File: src/design/tse_pkg.sv
// Package for the TLS server name extractor: constants, codes and shared types.
package tse_pkg;

   localparam int MAX_MESSAGE_BYTES_DEFAULT = 2048;
   localparam logic [8:0] NAME_CAPACITY_RESET = 9'd256;

   localparam logic [7:0] REC_HANDSHAKE   = 8'h16;
   localparam logic [7:0] HS_CLIENT_HELLO = 8'h01;
   localparam logic [7:0] NAME_TYPE_HOST  = 8'h00;
   localparam int FIXED_SKIP = 34;
   localparam int BODY_START = 9;

   localparam int RSP_DEPTH = 4;
   localparam int RSP_PTR_W = $clog2(RSP_DEPTH);
   localparam int RSP_CNT_W = $clog2(RSP_DEPTH + 1);

   typedef enum logic [2:0] {
      ST_FOUND    = 3'd0,
      ST_NOT_HS   = 3'd1,
      ST_NOT_CH   = 3'd2,
      ST_TRUNC    = 3'd3,
      ST_NO_SNI   = 3'd4,
      ST_BAD_TYPE = 3'd5,
      ST_BAD_NAME = 3'd6
   } status_type;

   typedef enum logic [0:0] {
      KIND_NAME   = 1'b0,
      KIND_STATUS = 1'b1
   } kind_type;

   typedef enum logic [14:0] {
      PH_HEAD     = 15'b000000000000001,
      PH_SID_LEN  = 15'b000000000000010,
      PH_SID_SKIP = 15'b000000000000100,
      PH_CS_HI    = 15'b000000000001000,
      PH_CS_LO    = 15'b000000000010000,
      PH_CS_SKIP  = 15'b000000000100000,
      PH_CM_LEN   = 15'b000000001000000,
      PH_CM_SKIP  = 15'b000000010000000,
      PH_EXT_HI   = 15'b000000100000000,
      PH_EXT_LO   = 15'b000001000000000,
      PH_XHDR     = 15'b000010000000000,
      PH_XSKIP    = 15'b000100000000000,
      PH_SNI_HDR  = 15'b001000000000000,
      PH_NAME     = 15'b010000000000000,
      PH_DONE     = 15'b100000000000000
   } phase_type;

   typedef struct packed {
      logic       result_kind;
      logic [7:0] name_byte;
      logic [2:0] status;
      logic       last_of_run;
   } result_type;

   // results produced by one input beat: none, one or two
   typedef struct packed {
      logic [1:0] count;
      result_type first;
      result_type second;
   } push_type;

endpackage

File: src/design/tse_if.sv
// Valid/ready channel interfaces for request bytes and response results.
interface tse_req_if;
   logic       valid;
   logic       ready;
   logic [7:0] data_byte;
   logic       end_of_buffer;

   modport source (output valid, output data_byte, output end_of_buffer, input ready);
   modport sink (input valid, input data_byte, input end_of_buffer, output ready);
endinterface

interface tse_rsp_if;
   logic       valid;
   logic       ready;
   logic       result_kind;
   logic [7:0] name_byte;
   logic [2:0] status;
   logic       last_of_run;

   modport source (output valid, output result_kind, output name_byte, output status,
                   output last_of_run, input ready);
   modport sink (input valid, input result_kind, input name_byte, input status,
                 input last_of_run, output ready);
endinterface

File: src/design/tse_parser.sv
// ClientHello walker: one byte per beat, updates phase and counters, emits results.
module tse_parser #(
   parameter int MAX_MESSAGE_BYTES = tse_pkg::MAX_MESSAGE_BYTES_DEFAULT
) (
   input  logic             clock,
   input  logic             reset,
   input  logic             beat,
   input  logic [7:0]       data_byte,
   input  logic             end_of_buffer,
   input  logic [8:0]       name_capacity,
   output tse_pkg::push_type push
);

   localparam int PosW = ($clog2(MAX_MESSAGE_BYTES) > 6) ? $clog2(MAX_MESSAGE_BYTES) : 6;
   localparam logic [PosW-1:0] PosBody = PosW'(tse_pkg::BODY_START + tse_pkg::FIXED_SKIP - 1);
   localparam logic [PosW-1:0] PosLast = PosW'(MAX_MESSAGE_BYTES - 1);

   tse_pkg::phase_type phase_ff, phase_in;
   logic [PosW-1:0] pos_ff, pos_in;
   logic [15:0] skip_ff, skip_in;
   logic [15:0] ext_left_ff, ext_left_in;
   logic        is_sni_ff, is_sni_in;
   logic [15:0] name_left_ff, name_left_in;
   logic [7:0]  high_ff, high_in;

   logic        dec;
   logic [2:0]  dec_code;
   logic        name_out;
   logic [15:0] word;
   tse_pkg::result_type name_res, stat_res;

   always_comb begin
      phase_in     = phase_ff;
      pos_in       = pos_ff;
      skip_in      = skip_ff;
      ext_left_in  = ext_left_ff;
      is_sni_in    = is_sni_ff;
      name_left_in = name_left_ff;
      high_in      = high_ff;
      dec          = 1'b0;
      dec_code     = tse_pkg::ST_FOUND;
      name_out     = 1'b0;
      word         = {high_ff, data_byte};

      if (phase_ff != tse_pkg::PH_DONE) begin
         unique case (phase_ff)
            tse_pkg::PH_HEAD: begin
               if (pos_ff == '0 && data_byte != tse_pkg::REC_HANDSHAKE) begin
                  dec = 1'b1;
                  dec_code = tse_pkg::ST_NOT_HS;
               end else if (pos_ff == PosW'(5) && data_byte != tse_pkg::HS_CLIENT_HELLO) begin
                  dec = 1'b1;
                  dec_code = tse_pkg::ST_NOT_CH;
               end else if (pos_ff >= PosBody) begin
                  phase_in = tse_pkg::PH_SID_LEN;
               end
            end
            tse_pkg::PH_SID_LEN: begin
               skip_in = {8'd0, data_byte};
               phase_in = (data_byte != 8'd0) ? tse_pkg::PH_SID_SKIP : tse_pkg::PH_CS_HI;
            end
            tse_pkg::PH_SID_SKIP: begin
               skip_in = skip_ff - 16'd1;
               if (skip_in == 16'd0) phase_in = tse_pkg::PH_CS_HI;
            end
            tse_pkg::PH_CS_HI: begin
               high_in = data_byte;
               phase_in = tse_pkg::PH_CS_LO;
            end
            tse_pkg::PH_CS_LO: begin
               skip_in = word;
               phase_in = (word != 16'd0) ? tse_pkg::PH_CS_SKIP : tse_pkg::PH_CM_LEN;
            end
            tse_pkg::PH_CS_SKIP: begin
               skip_in = skip_ff - 16'd1;
               if (skip_in == 16'd0) phase_in = tse_pkg::PH_CM_LEN;
            end
            tse_pkg::PH_CM_LEN: begin
               skip_in = {8'd0, data_byte};
               phase_in = (data_byte != 8'd0) ? tse_pkg::PH_CM_SKIP : tse_pkg::PH_EXT_HI;
            end
            tse_pkg::PH_CM_SKIP: begin
               skip_in = skip_ff - 16'd1;
               if (skip_in == 16'd0) phase_in = tse_pkg::PH_EXT_HI;
            end
            tse_pkg::PH_EXT_HI: begin
               high_in = data_byte;
               phase_in = tse_pkg::PH_EXT_LO;
            end
            tse_pkg::PH_EXT_LO: begin
               ext_left_in = word;
               if (word < 16'd4) begin
                  dec = 1'b1;
                  dec_code = tse_pkg::ST_NO_SNI;
               end else begin
                  phase_in = tse_pkg::PH_XHDR;
                  skip_in = 16'd0;
               end
            end
            tse_pkg::PH_XHDR: begin
               ext_left_in = ext_left_ff - 16'd1;
               if (skip_ff == 16'd0 || skip_ff == 16'd2) begin
                  high_in = data_byte;
                  skip_in = skip_ff + 16'd1;
               end else if (skip_ff == 16'd1) begin
                  is_sni_in = (word == 16'h0000);
                  skip_in = skip_ff + 16'd1;
               end else if (is_sni_ff) begin
                  if (ext_left_in < 16'd5) begin
                     dec = 1'b1;
                     dec_code = tse_pkg::ST_BAD_NAME;
                  end else begin
                     phase_in = tse_pkg::PH_SNI_HDR;
                     skip_in = 16'd0;
                  end
               end else if (word > ext_left_in) begin
                  dec = 1'b1;
                  dec_code = tse_pkg::ST_NO_SNI;
               end else if (word == 16'd0) begin
                  if (ext_left_in < 16'd4) begin
                     dec = 1'b1;
                     dec_code = tse_pkg::ST_NO_SNI;
                  end else begin
                     skip_in = 16'd0;
                  end
               end else begin
                  phase_in = tse_pkg::PH_XSKIP;
                  skip_in = word;
               end
            end
            tse_pkg::PH_XSKIP: begin
               ext_left_in = ext_left_ff - 16'd1;
               skip_in = skip_ff - 16'd1;
               if (skip_in == 16'd0) begin
                  if (ext_left_in < 16'd4) begin
                     dec = 1'b1;
                     dec_code = tse_pkg::ST_NO_SNI;
                  end else begin
                     phase_in = tse_pkg::PH_XHDR;
                  end
               end
            end
            tse_pkg::PH_SNI_HDR: begin
               ext_left_in = ext_left_ff - 16'd1;
               if (skip_ff == 16'd2 && data_byte != tse_pkg::NAME_TYPE_HOST) begin
                  dec = 1'b1;
                  dec_code = tse_pkg::ST_BAD_TYPE;
               end else if (skip_ff == 16'd3) begin
                  high_in = data_byte;
                  skip_in = skip_ff + 16'd1;
               end else if (skip_ff >= 16'd4) begin
                  name_left_in = word;
                  if (word > ext_left_in || word >= {7'd0, name_capacity}) begin
                     dec = 1'b1;
                     dec_code = tse_pkg::ST_BAD_NAME;
                  end else if (word == 16'd0) begin
                     dec = 1'b1;
                     dec_code = tse_pkg::ST_FOUND;
                  end else begin
                     phase_in = tse_pkg::PH_NAME;
                  end
               end else begin
                  skip_in = skip_ff + 16'd1;
               end
            end
            tse_pkg::PH_NAME: begin
               name_out = 1'b1;
               ext_left_in = ext_left_ff - 16'd1;
               name_left_in = name_left_ff - 16'd1;
               if (name_left_in == 16'd0) begin
                  dec = 1'b1;
                  dec_code = tse_pkg::ST_FOUND;
               end
            end
            default: begin
            end
         endcase

         if (dec) phase_in = tse_pkg::PH_DONE;
         pos_in = pos_ff + 1'b1;

         // input end: code follows where the walk now stands
         if (!dec && (end_of_buffer || pos_ff >= PosLast)) begin
            dec = 1'b1;
            if (phase_in == tse_pkg::PH_XHDR || phase_in == tse_pkg::PH_XSKIP)
               dec_code = tse_pkg::ST_NO_SNI;
            else if (phase_in == tse_pkg::PH_SNI_HDR || phase_in == tse_pkg::PH_NAME)
               dec_code = tse_pkg::ST_BAD_NAME;
            else
               dec_code = tse_pkg::ST_TRUNC;
            phase_in = tse_pkg::PH_DONE;
         end
      end

      if (end_of_buffer) begin
         phase_in     = tse_pkg::PH_HEAD;
         pos_in       = '0;
         skip_in      = 16'd0;
         ext_left_in  = 16'd0;
         is_sni_in    = 1'b0;
         name_left_in = 16'd0;
         high_in      = 8'd0;
      end
   end

   always_comb begin
      name_res.result_kind = tse_pkg::KIND_NAME;
      name_res.name_byte   = data_byte;
      name_res.status      = tse_pkg::ST_FOUND;
      name_res.last_of_run = 1'b0;
      stat_res.result_kind = tse_pkg::KIND_STATUS;
      stat_res.name_byte   = 8'd0;
      stat_res.status      = dec_code;
      stat_res.last_of_run = 1'b1;

      push.count  = beat ? ({1'b0, name_out} + {1'b0, dec}) : 2'd0;
      push.first  = name_out ? name_res : stat_res;
      push.second = stat_res;
   end

   always_ff @(posedge clock) begin
      if (reset) begin
         phase_ff     <= tse_pkg::PH_HEAD;
         pos_ff       <= '0;
         skip_ff      <= 16'd0;
         ext_left_ff  <= 16'd0;
         is_sni_ff    <= 1'b0;
         name_left_ff <= 16'd0;
         high_ff      <= 8'd0;
      end else if (beat) begin
         phase_ff     <= phase_in;
         pos_ff       <= pos_in;
         skip_ff      <= skip_in;
         ext_left_ff  <= ext_left_in;
         is_sni_ff    <= is_sni_in;
         name_left_ff <= name_left_in;
         high_ff      <= high_in;
      end
   end

endmodule

File: src/design/tse_rsp_fifo.sv
// Small result queue: takes up to two results a beat, hands out one a cycle while ready.
module tse_rsp_fifo (
   input  logic              clock,
   input  logic              reset,
   input  tse_pkg::push_type push,
   output logic              room,
   tse_rsp_if.source         rsp_bus
);

   tse_pkg::result_type entry_ff [tse_pkg::RSP_DEPTH];
   logic [tse_pkg::RSP_PTR_W-1:0] wr_ff, wr_in, rd_ff, rd_in;
   logic [tse_pkg::RSP_CNT_W-1:0] cnt_ff, cnt_in;
   logic pop;
   tse_pkg::result_type head;

   assign room = cnt_ff <= tse_pkg::RSP_CNT_W'(tse_pkg::RSP_DEPTH - 2);
   assign pop  = rsp_bus.valid && rsp_bus.ready;
   assign head = entry_ff[rd_ff];

   assign rsp_bus.valid       = cnt_ff != '0;
   assign rsp_bus.result_kind = head.result_kind;
   assign rsp_bus.name_byte   = head.name_byte;
   assign rsp_bus.status      = head.status;
   assign rsp_bus.last_of_run = head.last_of_run;

   always_comb begin
      wr_in  = wr_ff + tse_pkg::RSP_PTR_W'(push.count);
      rd_in  = rd_ff + tse_pkg::RSP_PTR_W'(pop);
      cnt_in = cnt_ff + tse_pkg::RSP_CNT_W'(push.count) - tse_pkg::RSP_CNT_W'(pop);
   end

   always_ff @(posedge clock) begin
      if (reset) begin
         wr_ff  <= '0;
         rd_ff  <= '0;
         cnt_ff <= '0;
      end else begin
         wr_ff  <= wr_in;
         rd_ff  <= rd_in;
         cnt_ff <= cnt_in;
      end
   end

   always_ff @(posedge clock) begin
      if (push.count != 2'd0) entry_ff[wr_ff] <= push.first;
      if (push.count == 2'd2) entry_ff[wr_ff + tse_pkg::RSP_PTR_W'(1)] <= push.second;
   end

endmodule

File: src/design/tls_sni_extractor.sv
// A result is queued on the beat that causes it and offered on rsp_bus in order.
// Throughput: one request byte per cycle; a byte may yield two results (last name
// byte plus status), which the four-entry result queue absorbs; req ready drops
// only while the queue holds more than two results.
// Reset: synchronous; clears parse state, empties the queue, capacity back to 256.
module tls_sni_extractor #(
   parameter int MAX_MESSAGE_BYTES = tse_pkg::MAX_MESSAGE_BYTES_DEFAULT
) (
   input  logic       clock,
   input  logic       reset,
   tse_req_if.sink    req_bus,
   tse_rsp_if.source  rsp_bus,
   input  logic       csr_we,
   input  logic [8:0] csr_wdata
);

   logic [8:0] cap_ff;
   logic       room;
   logic       beat;
   tse_pkg::push_type push;

   assign req_bus.ready = room;
   assign beat = req_bus.valid && room;

   always_ff @(posedge clock) begin
      if (reset) begin
         cap_ff <= tse_pkg::NAME_CAPACITY_RESET;
      end else if (csr_we) begin
         cap_ff <= csr_wdata;
      end
   end

   tse_parser #(
      .MAX_MESSAGE_BYTES(MAX_MESSAGE_BYTES)
   ) u_parser (
      .clock         (clock),
      .reset         (reset),
      .beat          (beat),
      .data_byte     (req_bus.data_byte),
      .end_of_buffer (req_bus.end_of_buffer),
      .name_capacity (cap_ff),
      .push          (push)
   );

   tse_rsp_fifo u_rsp_fifo (
      .clock   (clock),
      .reset   (reset),
      .push    (push),
      .room    (room),
      .rsp_bus (rsp_bus)
   );

endmodule

File: src/flat_wrapper.sv
// flat-port wrapper written by rule: the top's interface ports become plain ports
module tls_sni_extractor_flat 
#(
   parameter int MAX_MESSAGE_BYTES = tse_pkg::MAX_MESSAGE_BYTES_DEFAULT
)
  (clock, reset, csr_we, csr_wdata, req_bus_valid, req_bus_data_byte, req_bus_end_of_buffer, req_bus_ready, rsp_bus_valid, rsp_bus_result_kind, rsp_bus_name_byte, rsp_bus_status, rsp_bus_last_of_run, rsp_bus_ready);
  tse_req_if req_bus_i ();
  tse_rsp_if rsp_bus_i ();
  input  logic clock;
  input  logic reset;
  input  logic csr_we;
  input  logic [8:0] csr_wdata;
  input wire logic [$bits(req_bus_i.valid)-1:0] req_bus_valid;
  input wire logic [$bits(req_bus_i.data_byte)-1:0] req_bus_data_byte;
  input wire logic [$bits(req_bus_i.end_of_buffer)-1:0] req_bus_end_of_buffer;
  output wire logic [$bits(req_bus_i.ready)-1:0] req_bus_ready;
  output wire logic [$bits(rsp_bus_i.valid)-1:0] rsp_bus_valid;
  output wire logic [$bits(rsp_bus_i.result_kind)-1:0] rsp_bus_result_kind;
  output wire logic [$bits(rsp_bus_i.name_byte)-1:0] rsp_bus_name_byte;
  output wire logic [$bits(rsp_bus_i.status)-1:0] rsp_bus_status;
  output wire logic [$bits(rsp_bus_i.last_of_run)-1:0] rsp_bus_last_of_run;
  input wire logic [$bits(rsp_bus_i.ready)-1:0] rsp_bus_ready;
  assign req_bus_i.valid = req_bus_valid;
  assign req_bus_i.data_byte = req_bus_data_byte;
  assign req_bus_i.end_of_buffer = req_bus_end_of_buffer;
  assign req_bus_ready = req_bus_i.ready;
  assign rsp_bus_valid = rsp_bus_i.valid;
  assign rsp_bus_result_kind = rsp_bus_i.result_kind;
  assign rsp_bus_name_byte = rsp_bus_i.name_byte;
  assign rsp_bus_status = rsp_bus_i.status;
  assign rsp_bus_last_of_run = rsp_bus_i.last_of_run;
  assign rsp_bus_i.ready = rsp_bus_ready;
  tls_sni_extractor #(.MAX_MESSAGE_BYTES(MAX_MESSAGE_BYTES)) u_core (.clock(clock), .reset(reset), .req_bus(req_bus_i), .rsp_bus(rsp_bus_i), .csr_we(csr_we), .csr_wdata(csr_wdata));
endmodule
File: config.mk
export PLATFORM = sky130hd
export DESIGN_NAME = tls_sni_extractor_flat
export DESIGN_NICKNAME = d
export VERILOG_FILES = /design/src/design/tse_pkg.sv /design/src/design/tse_if.sv /design/src/design/tse_parser.sv /design/src/design/tse_rsp_fifo.sv /design/src/design/tls_sni_extractor.sv /design/src/flat_wrapper.sv
export SDC_FILE = /design/constraint.sdc
export NUM_CORES = 1
export LEC_CHECK = 0
export BUFFER_PORTS_ARGS = -buffer_cell sky130_fd_sc_hd__buf_2
export CORE_UTILIZATION = 55
export DETAILED_ROUTE_END_ITERATION = 8
export PLACE_DENSITY = 0.77
export SYNTH_ARGS = -nofsm -noshare
export SYNTH_HDL_FRONTEND = slang
export SYNTH_SLANG_ARGS = --single-unit
File: constraint.sdc
create_clock -name clock -period 6.96 [get_ports clock]
set_clock_uncertainty 0.15 [all_clocks]
set_input_delay 0.696 -clock clock [delete_from_list [all_inputs] [get_ports clock]]
set_output_delay 0.696 -clock clock [all_outputs]
set_load 0.01 [all_outputs]
======== After elaboration in Yosys (flattened, before gate mapping) ========
Memories as Yosys holds them, arrays and structs flattened. A register that Yosys moved wholly into a read port is not among the register bits.
Cells that the tools add are included.
cells by class
  add/sub/neg operators ................... 11
  $mul .................................... 0
  divide/modulo/power cells ............... 0
  $lt $le $gt $ge ......................... 9
  equal/unequal tests ..................... 37
  shift operators ......................... 0
  mux-type cells .......................... 115
  bitwise operators ....................... 0
  reductions and logical operators ........ 38
operators by type and width
  cell                   number
  $mux 15                25
  $mux 16                20
  $pmux 15 s13           1
  $pmux 16 s6            1
  $logic_not 16->1       4
  $pmux 16 s2            2
  $mux 3                 17
  $lt 16x3->1 const B    3
  $sub 16x1->16 const B  3
  $mux 8                 5
  $eq 16x2->1 const B    2
  $mux 1                 31
  $eq 15x11->1 const B   2
  $eq 15x12->1 const B   2
  $eq 15x13->1 const B   2
  $eq 15x14->1 const B   2
  $pmux 8 s3             1
  $mux 11                2
  $ne 3x3->1 const B     6
  $add 16x1->16 const B  1
  $eq 16x1->1 const B    1
  $ge 16x3->1 const B    1
  $ge 16x9->1            1
  $gt 16x16->1           1
  53 further kinds       74
word-level totals
  bits in registers ....................... 99
  bits in latches ......................... 0
  RAM bits ................................ 52
  memory bits (read-only) ................. 0
  input port bits ......................... 23
  word-level logic and storage cells ...... 222
  memories kept ........................... 1
memory list
  memory                      depth  bits a word  read ports  clocked after Yosys merged registers in  wr ports  RTL line            source
  u_core.u_rsp_fifo.entry_ff  4      13           1           1                                        2         tse_rsp_fifo.sv:10  tse_pkg::result_type entry_ff [tse_pkg::RSP_DEPTH];

======== Longest topological paths before layout ========
  depth in word-level cells ............... 19
  mapped depth ............................ 26

======== Modules after synthesis ========
A second synthesis with hierarchy kept.
unflattened totals
  cells, all modules ...................... 1253
  area, all modules ....................... 10794.1 µm²
by module, submodules not included
  module             instances  cells each  area each (µm²)  seq. area each (µm²)
  tse_parser         1          1052        7464.7           1661.6
  tse_rsp_fifo       1          171         2999.1           1701.6
  tls_sni_extractor  1          30          330.3            180.2

======== Worst setup path before layout ========
No wires, ideal clock.
  path type ............................... flip-flop to flip-flop
  start point ............................. register u_core.u_parser.ext_left_ff[2]
  end point ............................... memory u_core.u_rsp_fifo.entry_ff[1][1] (netlist bit) (enable)
  arrival time ............................ 5.181 ns
  required time ........................... 6.505 ns
  setup slack ............................. 1.323 ns
  stages on the path, launching flop included .. 20
  path buffers ............................ 1
  path through ............................ dfxtp_1 or4_1 nor3_1 nand2_1 nor3_1 xnor2_1 ha_1 and4_1 and3_1 mux2_2 o31a_1 o31ai_2 a21oi_1 nor2_1 and3_1 nor2_1 ha_1 clkbuf_1 nor4_1 nand2b_1
RTL lines
  element                 RTL line            source
  from (decl)             tse_parser.sv:21    logic [15:0] ext_left_ff, ext_left_in;
  from (signal assigned)  tse_parser.sv:234   ext_left_ff <= ext_left_in;
  to (decl)               tse_rsp_fifo.sv:10

==> metrics.txt <==
Leak=4.07 nW; Crit path arrival time=6450 ps; sequential fraction of the synthesis area=0.301; crit path launch type=flip-flop; die area=19100 um2; DR pass1 iterations=9; max-slew violation count=0; Post-Syn Area=10200 um2; CP max stage cell=or4_1; post-synthesis cell type count=90; Die X=138 um; Post-synth EDFFs=12; Post-DP HPWL=22.1 mm; syn avg cell area=7.71 um2; Multi-input gate area=6620 um2; dominant synthesized flop cell=dfxtp_1; CTS tree=done; Filler cells=1639; first-pass GRT wire length=51.0 mm; later-pin clock latency in the skew report=440 ps; Routed Wire Length=31.7 mm; Gate power share=0.266; PwrDens=236 nW/um2; flop-to-flop setup slack=610 ps; final worst path period need=6350 ps; setup TNS=0 ps; ranking of synthesized cells by area=dfxtp_1 (27%), a21oi_1 (6.6%), nor2_1 (5.5%); number of max-cap violations=0; cts repair resizes=0; Critical Path RT=7050 ps; Post-route DRC=2; Yosys top cell area share=0.265; n_diodes=0; unrepaired setup endpoints after global routing=no; Final Hold Vio Count=0; most frequent CP cell=nor2_1; status=finished, violations left; Boundary Pins=38; fin nets=1371; vias=10300; worst path bufs/invs=0; buffer count from post-CTS setup fixing=0; Clk pwr share=0.349; violated checks=DRC; vias in the first global route=9441; H-tree levels=4; HP Class=flip-flop to flip-flop; Max VDD drop=0.182 mV; post-route ant nets=0; number of buffers created by CTS=17; CTS Sinks=147; FFs w/ async S/R, synth=0; clk buf depth=2; most common cell after layout, fill and taps aside=nor2_1; Syn Nets=1389; Pint=0.00164 W; CP delay by family, top=simple AND/OR/NAND/NOR gates; Routed WL per cell=20.5 um; kind of critical path=flip-flop to flip-flop; Port Buf Inserts=37; Slew @ Worst Pin=1090 ps; Switching Fraction=0.365; Synth area leader=dfxtp_1; Hold Slack=301 ps; GPL Wtd Cong=0.981; area grow syn2layout=7.71%; synthesized instance count=1322; initial detailed-routing violation count=1311; share of cells above drive strength 1=0.100; Initial Utilization=0.563; fin crit share=0.913; Core Box Area=18100 um2; Cell Chain, Critical Path=or4_1 -> nor3_1 -> nand2_1 -> nor3_1 -> xnor2_1 -> ha_1 -> and4_1 -> and3_1 -> mux2_2 -> o31a_1 -> o31ai_2 -> a21oi_1 -> nor2_1 -> and3_1 -> nor2_1 -> ha_1 -> o21ai_1 -> nor2_1 -> a21oi_1 -> nor4_1; Final setup viols=0; P_sw=0.000944 W; number of antenna violations at the first check in global routing=0; vias per cell=6.66; Setup crit end kind=flip-flop; CTS Hold Bufs=0; total grt overflow=0; Achievable Freq=157 MHz; CTS clk-pin slew, worst paths=70 ps; Sequential Area=3060 um2; Die H=138 um; Crit path largest cell delay=550 ps; # rows=49; Sequential Power Share=0.385; Synthesis Warnings=0; synthesis-stage register bit count=147; max_slew headroom=0.269; largest net degree at the start of global routing=62; commonest cells after routing, fill and taps aside=nor2_1 (150), nand2_1 (135), dfxtp_1 (135); GRT Overall Usage=0.336; Max FO, Critical Path=9; Clock Tree Root=clkbuf_16
## synth_stat cells, types with 22 or more instances
library cell / count
dfxtp_1: 135
nor4_1: 24
ha_1: 43
a22oi_1: 23
xnor2_1: 22
nor2_1: 150
clkbuf_1: 65
nand2_1: 135
nand3_1: 73
or3_1: 25
a21oi_1: 134
nor3_1: 45
inv_1: 34
o21ai_0: 53
nand4_1: 24
## routing by layer
layer / share of wire / GRT usage / vias up
li1: - / - / 4818
met4: 0.037 / 0.148 / 0
met3: 0.093 / 0.0835 / 84
met2: 0.43 / 0.494 / 517
met5: 0 / 0 / -
met1: 0.44 / 0.466 / 4879
## power by group through the flow
stage / clock network (W) / logic [W] / registers (W)
after floorplan: 0 / 0.000547 / 0.000953
after global placement: 0 / 0.000655 / 0.00101
after detailed placement: 0 / 0.000669 / 0.00101
after CTS: 0.000914 / 0.000673 / 0.000993
after global routing: 0.000953 / 0.000756 / 0.00100
final: 0.000903 / 0.000689 / 0.000996
## worst min-delay path, delay by kind of cell, from the launching register on
kind | cells | cell delay [ps]
flops | 1 | 310
simple gates | 1 | 50
compound gates | 1 | 50
## kinds of logic after synthesis
| family | Yosys count | share of synthesized area |
|---|---|---|
| flops | 147 | 0.301 |
| fa+ha+maj | 44 | 0.0548 |
| xor+xnor | 43 | 0.0370 |
| buf+inv | 125 | 0.0502 |
| simple gates | 613 | 0.315 |
| mux | 22 | 0.0365 |
| compound gates | 328 | 0.206 |
## registers in the layout, indices dropped and copies added (netlist names)
name,cells
u_core.u_rsp_fifo.entry_ff,48
u_core.u_parser.name_left_ff,16
u_core.u_rsp_fifo.rd_ff,2
u_core.u_rsp_fifo.cnt_ff,3
u_core.u_parser.pos_ff,11
u_core.u_parser.high_ff,8
u_core.u_parser.phase_ff,15
u_core.u_parser.is_sni_ff,1
u_core.cap_ff,9
u_core.u_parser.skip_ff,16
u_core.u_parser.ext_left_ff,16
u_core.u_rsp_fifo.wr_ff,2
## through the flow
step                cells  power [W]   util  setup slack, ps  instance area, um2
global placement     1514    0.00166  0.576             1110               10400
floorplan            1322    0.00150      -             1320               10200
CTS                  1546    0.00258  0.607              794               11000
global route         1546    0.00271  0.607              121               11000
detailed placement   1514    0.00168  0.576              898               10400
finish               1546    0.00259  0.607              608               11000
## area by class of cell
type | count | share of cell area
clock buffers | 17 | 0.0388
clock inverters | 15 | 0.0128
inverters | 34 | 0.0116
multi-input cells | 1050 | 0.603
flip-flops and latches | 147 | 0.279
well taps | 229 | 0.0261
repair buffers | 54 | 0.0285
## final timing paths
path,start,cells past startpoint,endpoint
max reg2reg,u_core.u_parser.ext_left_ff[2],20,u_core.u_rsp_fifo.entry_ff[1][2]
max,u_core.u_parser.ext_left_ff[2],20,u_core.u_rsp_fifo.entry_ff[1][2]
min reg2reg,u_core.u_rsp_fifo.entry_ff[3][10],2,u_core.u_rsp_fifo.entry_ff[3][10]
min,u_core.u_rsp_fifo.entry_ff[3][10],2,u_core.u_rsp_fifo.entry_ff[3][10]
Note: power is estimated with default switching activity, not from simulation.
